`src/hdl/bpc_pkg.sv`:
```
// Shared types, codes and constants for the battery poll conditioner.
`timescale 1ns / 1ps

package bpc_pkg;

  // Field widths
  localparam int PctW  = 7;
  localparam int MvW   = 16;
  localparam int CurW  = 16;
  localparam int EvtW  = 2;
  localparam int CfgIdxW  = 2;
  localparam int CfgDataW = 16;

  // Saturation limit for the charge percent
  localparam logic [PctW-1:0] PctMax = 7'd100;

  // Register reset values
  localparam logic [PctW-1:0] SnapThresholdRst = 7'd5;
  localparam logic [MvW-1:0]  LowSetMvRst      = 16'd3400;
  localparam logic [MvW-1:0]  LowClearMvRst    = 16'd3500;

  // Item kind carried in the slave tuser
  typedef enum logic {
    ACT_POLL        = 1'b0,
    ACT_DISPLAY_OFF = 1'b1
  } action_t;

  // Register indexes on the configuration port
  typedef enum logic [CfgIdxW-1:0] {
    CFG_SNAP_THRESHOLD = 2'd0,
    CFG_LOW_SET_MV     = 2'd1,
    CFG_LOW_CLEAR_MV   = 2'd2
  } cfg_index_t;

  typedef enum logic [EvtW-1:0] {
    PWR_NONE       = 2'd0,
    PWR_CONNECT    = 2'd1,
    PWR_DISCONNECT = 2'd2
  } power_event_t;

  typedef enum logic [EvtW-1:0] {
    LOW_NONE    = 2'd0,
    LOW_RAISED  = 2'd1,
    LOW_CLEARED = 2'd2
  } low_event_t;

  typedef struct packed {
    logic [PctW-1:0] snap_threshold;
    logic [MvW-1:0]  low_set_mv;
    logic [MvW-1:0]  low_clear_mv;
  } cfg_t;

  typedef struct packed {
    action_t                action;
    logic [PctW-1:0]        raw_percent;
    logic [MvW-1:0]         voltage_mv;
    logic signed [CurW-1:0] avg_current_ma;
    logic                   cable_present;
  } in_item_t;

  typedef struct packed {
    logic [PctW-1:0] percent;
    logic            charging;
    logic            powered;
    logic            low_flag;
    power_event_t    power_event;
    low_event_t      low_event;
  } result_t;

endpackage

```
`src/hdl/bpc_cfg.sv`:
```
// Configuration register file for the battery poll conditioner.
`timescale 1ns / 1ps

module bpc_cfg (
  input  logic                          clk,
  input  logic                          rst,
  input  logic                          cfg_wr_en,
  input  logic [bpc_pkg::CfgIdxW-1:0]   cfg_index,
  input  logic [bpc_pkg::CfgDataW-1:0]  cfg_data,
  output bpc_pkg::cfg_t                 cfg
);

  bpc_pkg::cfg_index_t index_code;

  assign index_code = bpc_pkg::cfg_index_t'(cfg_index);

  // Load the addressed register; drop writes to unused indexes
  always_ff @(posedge clk) begin
    if (rst) begin
      cfg.snap_threshold <= bpc_pkg::SnapThresholdRst;
      cfg.low_set_mv     <= bpc_pkg::LowSetMvRst;
      cfg.low_clear_mv   <= bpc_pkg::LowClearMvRst;
    end else if (cfg_wr_en) begin
      unique case (index_code)
        bpc_pkg::CFG_SNAP_THRESHOLD: cfg.snap_threshold <= cfg_data[bpc_pkg::PctW-1:0];
        bpc_pkg::CFG_LOW_SET_MV:     cfg.low_set_mv     <= cfg_data[bpc_pkg::MvW-1:0];
        bpc_pkg::CFG_LOW_CLEAR_MV:   cfg.low_clear_mv   <= cfg_data[bpc_pkg::MvW-1:0];
        default: ;
      endcase
    end
  end

endmodule

```
`src/hdl/bpc_core.sv`:
```
// Filter, power edge and low-voltage hysteresis logic with its state registers.
`timescale 1ns / 1ps

module bpc_core (
  input  logic                clk,
  input  logic                rst,
  input  logic                step,
  input  bpc_pkg::in_item_t   item,
  input  bpc_pkg::cfg_t       cfg,
  output bpc_pkg::result_t    res
);

  logic [bpc_pkg::PctW-1:0] filtered_percent, filtered_percent_next;
  logic filter_seeded, filter_seeded_next;
  logic first_poll_pending, first_poll_pending_next;
  logic previous_power, previous_power_next;
  logic low_warning, low_warning_next;
  logic last_charging, last_charging_next;

  logic [bpc_pkg::PctW-1:0] raw_sat;
  logic [bpc_pkg::PctW-1:0] diff;
  logic [bpc_pkg::PctW+1:0] blend_sum;
  logic                     chrg;
  logic                     onp;
  bpc_pkg::power_event_t    power_event;
  bpc_pkg::low_event_t      low_event;

  // Saturate the raw reading and form the filter terms
  always_comb begin
    raw_sat   = (item.raw_percent > bpc_pkg::PctMax) ? bpc_pkg::PctMax : item.raw_percent;
    diff      = (raw_sat > filtered_percent) ? (raw_sat - filtered_percent)
                                             : (filtered_percent - raw_sat);
    blend_sum = {2'b00, filtered_percent} + {1'b0, filtered_percent, 1'b0}
              + {2'b00, raw_sat};
    chrg      = (item.avg_current_ma != '0) && !item.avg_current_ma[bpc_pkg::CurW-1];
    onp       = chrg || item.cable_present;
  end

  // Next state and events for this transaction
  always_comb begin
    filtered_percent_next   = filtered_percent;
    filter_seeded_next      = filter_seeded;
    first_poll_pending_next = first_poll_pending;
    previous_power_next     = previous_power;
    low_warning_next        = low_warning;
    last_charging_next      = last_charging;
    power_event             = bpc_pkg::PWR_NONE;
    low_event               = bpc_pkg::LOW_NONE;

    if (item.action == bpc_pkg::ACT_DISPLAY_OFF) begin
      low_warning_next = 1'b0;
    end else begin
      // Seed, snap or blend the filter
      if (!filter_seeded) begin
        filter_seeded_next    = 1'b1;
        filtered_percent_next = raw_sat;
      end else if (diff > cfg.snap_threshold) begin
        filtered_percent_next = raw_sat;
      end else begin
        filtered_percent_next = blend_sum[bpc_pkg::PctW+1:2];
      end

      last_charging_next = chrg;

      // Power edges, suppressed on the first poll
      if (first_poll_pending) begin
        first_poll_pending_next = 1'b0;
        previous_power_next     = onp;
      end else if (onp) begin
        if (!previous_power) begin
          power_event = bpc_pkg::PWR_CONNECT;
        end
        previous_power_next = 1'b1;
      end else if (previous_power) begin
        previous_power_next = 1'b0;
        power_event         = bpc_pkg::PWR_DISCONNECT;
      end

      // Low-voltage hysteresis: raise test first while clear
      if (!low_warning && (item.voltage_mv < cfg.low_set_mv)) begin
        low_warning_next = 1'b1;
        low_event        = bpc_pkg::LOW_RAISED;
      end else if (low_warning && (item.voltage_mv >= cfg.low_clear_mv)) begin
        low_warning_next = 1'b0;
        low_event        = bpc_pkg::LOW_CLEARED;
      end
    end
  end

  // Result reflects state after this transaction
  always_comb begin
    res.percent     = filtered_percent_next;
    res.charging    = last_charging_next;
    res.powered     = previous_power_next;
    res.low_flag    = low_warning_next;
    res.power_event = power_event;
    res.low_event   = low_event;
  end

  // Commit state when the item moves to the result register
  always_ff @(posedge clk) begin
    if (rst) begin
      filtered_percent   <= '0;
      filter_seeded      <= 1'b0;
      first_poll_pending <= 1'b1;
      previous_power     <= 1'b0;
      low_warning        <= 1'b0;
      last_charging      <= 1'b0;
    end else if (step) begin
      filtered_percent   <= filtered_percent_next;
      filter_seeded      <= filter_seeded_next;
      first_poll_pending <= first_poll_pending_next;
      previous_power     <= previous_power_next;
      low_warning        <= low_warning_next;
      last_charging      <= last_charging_next;
    end
  end

endmodule

```
`src/hdl/battery_poll_conditioner_top.sv`:
```
// Top level of the battery poll conditioner: input register, core and result register.
//
//   Channel  Direction  Handshake              Payload
//   s_*      in         s_tvalid / s_tready    tdata: raw_percent, voltage_mv,
//                                              avg_current_ma, cable_present; tuser: action
//   m_*      out        m_tvalid / m_tready    tdata: percent, charging, powered, low_flag,
//                                              power_event, low_event
//   cfg_*    in         cfg_wr_en              cfg_index, cfg_data (no read-back)
//
// One item per cycle while m_tready holds high; items pass input, then result register.
// The input register feeds the core, whose state and result commit together when the item
// moves into the result register. rst is synchronous and clears both valid flags, the
// filter state and the registers to their defaults. A stalled master side holds the result;
// the input register still takes one more item while the result waits.
`timescale 1ns / 1ps

module battery_poll_conditioner_top (
  input  logic                          clk,
  input  logic                          rst,
  // slave stream
  input  logic                          s_tvalid,
  output logic                          s_tready,
  input  logic [39:0]                   s_tdata,  // [6:0] raw_percent, [22:7] voltage_mv,
                                                  // [38:23] avg_current_ma, [39] cable_present
  input  logic                          s_tuser,  // [0] action
  // master stream
  output logic                          m_tvalid,
  input  logic                          m_tready,
  output logic [15:0]                   m_tdata,  // [6:0] percent, [7] charging, [8] powered,
                                                  // [9] low_flag, [11:10] power_event,
                                                  // [13:12] low_event, [15:14] zero
  // configuration
  input  logic                          cfg_wr_en,
  input  logic [bpc_pkg::CfgIdxW-1:0]   cfg_index,
  input  logic [bpc_pkg::CfgDataW-1:0]  cfg_data
);

  bpc_pkg::cfg_t     cfg;
  bpc_pkg::in_item_t in_item;
  bpc_pkg::result_t  core_res;
  bpc_pkg::result_t  out_res;
  logic              in_valid;
  logic              out_free;
  logic              step;

  bpc_cfg u_cfg (
    .clk       (clk),
    .rst       (rst),
    .cfg_wr_en (cfg_wr_en),
    .cfg_index (cfg_index),
    .cfg_data  (cfg_data),
    .cfg       (cfg)
  );

  bpc_core u_core (
    .clk  (clk),
    .rst  (rst),
    .step (step),
    .item (in_item),
    .cfg  (cfg),
    .res  (core_res)
  );

  // Pipeline flow control
  assign out_free = !m_tvalid || m_tready;
  assign step     = in_valid && out_free;
  assign s_tready = !in_valid || out_free;

  // Input register
  always_ff @(posedge clk) begin
    if (rst) begin
      in_valid <= 1'b0;
    end else if (s_tready) begin
      in_valid <= s_tvalid;
    end
  end

  always_ff @(posedge clk) begin
    if (s_tready && s_tvalid) begin
      in_item.action         <= bpc_pkg::action_t'(s_tuser);
      in_item.raw_percent    <= s_tdata[6:0];
      in_item.voltage_mv     <= s_tdata[22:7];
      in_item.avg_current_ma <= s_tdata[38:23];
      in_item.cable_present  <= s_tdata[39];
    end
  end

  // Result register
  always_ff @(posedge clk) begin
    if (rst) begin
      m_tvalid <= 1'b0;
    end else if (out_free) begin
      m_tvalid <= in_valid;
    end
  end

  always_ff @(posedge clk) begin
    if (step) begin
      out_res <= core_res;
    end
  end

  assign m_tdata = {2'b00, out_res.low_event, out_res.power_event, out_res.low_flag,
                    out_res.powered, out_res.charging, out_res.percent};

endmodule
```
`config.mk`:
```
export PLATFORM = sky130hd
export DESIGN_NAME = battery_poll_conditioner_top
export DESIGN_NICKNAME = d
export VERILOG_FILES = /design/src/hdl/bpc_pkg.sv /design/src/hdl/bpc_cfg.sv /design/src/hdl/bpc_core.sv /design/src/hdl/battery_poll_conditioner_top.sv
export SDC_FILE = /design/constraint.sdc
export NUM_CORES = 1
export LEC_CHECK = 0
export ABC_AREA = 1
export BUFFER_PORTS_ARGS = -buffer_cell sky130_fd_sc_hd__buf_4
export CAP_MARGIN = 20
export CELL_PAD_IN_SITES_DETAIL_PLACEMENT = 1
export CELL_PAD_IN_SITES_GLOBAL_PLACEMENT = 1
export CORE_ASPECT_RATIO = 0.7
export CORE_UTILIZATION = 25
export DETAILED_ROUTE_END_ITERATION = 10
export GPL_ROUTABILITY_DRIVEN = 1
export GPL_TIMING_DRIVEN = 0
export PLACE_DENSITY_LB_ADDON = 0.1
export RECOVER_POWER = 50
export SYNTH_ARGS = -nofsm -noshare
export SYNTH_HDL_FRONTEND = slang
export SYNTH_SLANG_ARGS = --single-unit
```
`constraint.sdc`:
```
create_clock -name clk -period 5 [get_ports clk]
set_clock_uncertainty 0.15 [all_clocks]
set_input_delay 0.25 -clock clk [delete_from_list [all_inputs] [get_ports clk]]
set_output_delay 0.25 -clock clk [all_outputs]
set_load 0.1 [all_outputs]
```
==> results by group <==
Outcome
  – Status: complete, no violations

Global routing
  – Initial antenna violation count: 0
  – Vias in the first global route: 5127
  – First-pass GRT wire length: 27800 um
  – Grt ovf: 0
  – Global-route usage over all layers: 14.6%
  – Largest net degree at the start of global routing: 42

Worst setup path
  – CP Data Arrival Time: 4260 ps
  – Data required time at the worst endpoint: 4950 ps
  – Crit Path Class: flop to flop
  – Most prevalent standard cell on the critical path: sky130_fd_sc_hd__nand2_1
  – Crit-path leading delay family: simple AND/OR/NAND/NOR gates
  – Biggest fanout along the worst timing path: 8
  – Worst Setup Start Kind: flop
  – Buffers & Inverters on Critical Path: 5
  – Crit end category: flop
  – Slowest cell on crit path: sky130_fd_sc_hd__nor2_1
  – Largest stage delay on the critical path: 570 ps

Layout
  – Area growth from synthesis to final layout: 28.7%
  – Ant. Diodes: 0
  – Layout cell share with drive strength beyond 1: 15.2%
  – Layout fillers: 2809
  – Combined area of the multi-input logic cells: 2770 um2
  – Post-layout net count: 950
  – Register area: 2710 um2

Placed design
  – DP HPWL: 13500 um
  – GPL Wtd Cong: 0.791
  – Port buffer count: 78

Clock tree
  – Total clock buffers created by CTS: 9
  – Maximum count of clock buffers along a single path: 2
  – Root Buffer Master: sky130_fd_sc_hd__clkbuf_16
  – Total of cells resized after clock tree synthesis: 0
  – Clock insertion delay at the later pin of the skew report: 370 ps
  – TritonCTS clock tree: built
  – Clk pin slew, worst setup/hold paths: 80 ps
  – Hold_buf cts: 49
  – H-tree lvl count: 3
  – TritonCTS sink count: 108
  – Count of buffers added by post-CTS timing repair for setup: 0

Synthesis
  – Post-synthesis register bit count: 108
  – Summed instance area of the synthesized netlist: 6020 um2
  – Most used flip-flop cell after synthesis: sky130_fd_sc_hd__edfxtp_1
  – Count of flip-flops with a built-in enable after synthesis: 55
  – Post-Syn Instances: 677
  – Number of distinct library cells after synthesis: 42
  – Count of yosys warnings during synthesis: 0
  – Avg Synthesized Cell Area: 8.89 um2
  – Sequential cell area fraction in the yosys report: 45.1%
  – Async set or reset register ratio after synthesis: 0%

Floorplanning
  – Effective utilization at floorplan: 25.5%
  – Area inside the core boundary: 23600 um2
  – Die Area: 24700 um2
  – DIE HEIGHT: 132 um
  – Chip width: 187 um
  – Rows: 47
  – Number of primary I/O pins: 82

STA
  – Final period utilization: 86.1%
  – Minimum clock period after layout: 4310 ps
  – Max Clock Freq: 232 MHz
  – Unrepaired setup endpoints after global routing: false
  – Hold violation count in the final report: 0
  – Final setup violation count: 0
  – Slew at the pin with the worst max-slew slack: 1200 ps
  – Number of slew-limit violations in the final report: 0
  – Total negative setup slack: 0 ps
  – Worst relative slew slack: 20.1%
  – Final-layout worst hold slack: 8.65 ps

Drt
  – Via density per instance: 4.32
  – First-pass DRT Iterations: 4
  – Total routed wirelength: 17200 um
  – Total number of vias: 4921
  – First DRT Iteration DRCs: 183
  – Final routed DRC violation total: 0
  – Routed wire length per instance: 15.1 um
  – Post-detailed-route count of antenna-violating nets: 0

Power and ir drop
  – Worst IR drop on VDD: 0.000171 V
  – Leakage power of the design: 3.54 nW
  – Pwr Density: 294 nW/um2

Run
  – Number of max-capacitance violations reported: 0

Worst hold path
  – Min-Delay Path Class: primary input to flop
path summary, 6_finish.rpt:
check	startpoint	cells past startpoint	endpoint	slack [ps]
worst max-delay path	in_item[33]	26	m_tdata[0]	690
worst min-delay path	cfg_data[6]	3	u_cfg.cfg[22]	9
worst max register to register	in_item[33]	26	m_tdata[0]	690
worst min register to register	u_cfg.cfg[1]	2	u_cfg.cfg[1]	310
sequential cells by signal, summed over array words and instances, names as in the netlist, 7 cells and up:
signal / count
u_core.filtered_percent: 7
m_tdata: 14
in_item: 41
u_cfg.cfg: 39
cells in the mapped netlist, types with 3 or more instances:
cell type                  instances  area, um2
sky130_fd_sc_hd__a21o_1            4       30.0
sky130_fd_sc_hd__a21oi_1          58        290
sky130_fd_sc_hd__a21oi_2           3       26.3
sky130_fd_sc_hd__buf_2             6       30.0
sky130_fd_sc_hd__buf_4             3       22.5
sky130_fd_sc_hd__clkbuf_1          9       33.8
sky130_fd_sc_hd__dfxtp_1          53       1060
sky130_fd_sc_hd__edfxtp_1         55       1650
sky130_fd_sc_hd__fa_1              9        180
sky130_fd_sc_hd__ha_1             61        763
sky130_fd_sc_hd__inv_1           107        402
sky130_fd_sc_hd__inv_2             5       18.8
sky130_fd_sc_hd__nand2_1         132        495
sky130_fd_sc_hd__nand2_2           5       31.3
sky130_fd_sc_hd__nand2_4           3       33.8
sky130_fd_sc_hd__nand3_1          27        135
sky130_fd_sc_hd__nand4_1           7       43.8
sky130_fd_sc_hd__nor2_1           29        109
sky130_fd_sc_hd__nor3_1            4       20.0
sky130_fd_sc_hd__o211ai_1         14        105
sky130_fd_sc_hd__o21ai_0          33        165
sky130_fd_sc_hd__o21ai_1          12       60.1
sky130_fd_sc_hd__o21ai_2           4       35.0
sky130_fd_sc_hd__xnor2_1           3       26.3
sky130_fd_sc_hd__xor2_1            9       78.8
through the flow:
| step | worst slack, ps | util [%] | total power, W | cell area, um2 | instances |
|---|---|---|---|---|---|
| global route | 211 | 32.8 | 0.00242 | 7750 | 1139 |
| CTS | 621 | 32.9 | 0.00233 | 7780 | 1139 |
| finish | 694 | 32.8 | 0.00227 | 7750 | 1139 |
| global placement | 669 | 29.6 | 0.00155 | 7010 | 1074 |
| floorplan | 1500 | - | 0.00139 | 6020 | 678 |
| detailed placement | 666 | 29.6 | 0.00156 | 7010 | 1074 |
layout by cell type, fill, tap and decap left out, types with 2 or more instances in the layout:
cell	n
sky130_fd_sc_hd__a21o_1	4
sky130_fd_sc_hd__a21oi_1	58
sky130_fd_sc_hd__a21oi_2	3
sky130_fd_sc_hd__buf_1	2
sky130_fd_sc_hd__buf_2	4
sky130_fd_sc_hd__buf_4	33
sky130_fd_sc_hd__clkbuf_1	18
sky130_fd_sc_hd__clkbuf_16	9
sky130_fd_sc_hd__clkbuf_4	41
sky130_fd_sc_hd__clkinv_1	2
sky130_fd_sc_hd__clkinvlp_4	2
sky130_fd_sc_hd__conb_1	2
sky130_fd_sc_hd__dfxtp_1	53
sky130_fd_sc_hd__dlygate4sd3_1	49
sky130_fd_sc_hd__edfxtp_1	55
sky130_fd_sc_hd__fa_1	9
sky130_fd_sc_hd__ha_1	61
sky130_fd_sc_hd__inv_1	106
sky130_fd_sc_hd__inv_2	6
sky130_fd_sc_hd__inv_6	3
sky130_fd_sc_hd__nand2_1	132
sky130_fd_sc_hd__nand2_2	5
sky130_fd_sc_hd__nand2_4	3
sky130_fd_sc_hd__nand3_1	27
sky130_fd_sc_hd__nand4_1	7
sky130_fd_sc_hd__nand4_2	2
sky130_fd_sc_hd__nor2_1	29
sky130_fd_sc_hd__nor2_2	2
sky130_fd_sc_hd__nor3_1	4
sky130_fd_sc_hd__nor4_1	2
sky130_fd_sc_hd__o211ai_1	14
sky130_fd_sc_hd__o21a_1	2
sky130_fd_sc_hd__o21ai_0	34
sky130_fd_sc_hd__o21ai_1	11
sky130_fd_sc_hd__o21ai_2	4
sky130_fd_sc_hd__xnor2_1	3
sky130_fd_sc_hd__xor2_1	9
report_power, final:
| part | total [W] | switching [W] | leakage (nW) | internal [W] |
|---|---|---|---|---|
| combinational | 0.000547 | 0.000343 | 2.43 | 0.000204 |
| clock | 0.000721 | 0.000374 | 0.132 | 0.000346 |
| sequential | 0.00101 | 0.0000233 | 0.970 | 0.000984 |
| total | 0.00227 | 0.000741 | 3.54 | 0.00153 |
worst min-delay path: stages:
cell and delay, ps:
sky130_fd_sc_hd__buf_4 100, sky130_fd_sc_hd__nand2_1 50, sky130_fd_sc_hd__o211ai_1 80
cells by family (layout without fill, tap and decap cells):
family / Yosys count / after routing / share of synthesized area (%)
AO/OA/AOI/OAI: 132 / 132 / 12.4
other: 1 / 2 / 0.0623
adder cells (fa/ha/maj): 70 / 70 / 15.7
XOR/XNOR: 12 / 12 / 1.75
AND/OR/NAND/NOR: 218 / 218 / 16.1
flip-flops: 108 / 108 / 45.1
buffers and inverters: 136 / 279 / 8.98
final cells by class:
class / count / area share (%)
Buffer: 21 / 1.32
Timing Repair Buffer: 127 / 13.5
Clock inverter: 7 / 0.727
Inverter: 115 / 5.62
Sequential cell: 108 / 35.0
Tap cell: 318 / 5.13
Clock buffer: 9 / 2.91
Multi-Input combinational cell: 434 / 35.7
routing by layer:
metal,global-route usage (%),vias to the layer above,share of wire [%]
met5,0,-,0
met1,21.9,2341,54
met4,2.98,0,0.80
li1,-,2500,-
met3,3.49,10,3.7
met2,21.3,70,41
Power figures use the tool's default switching activity.
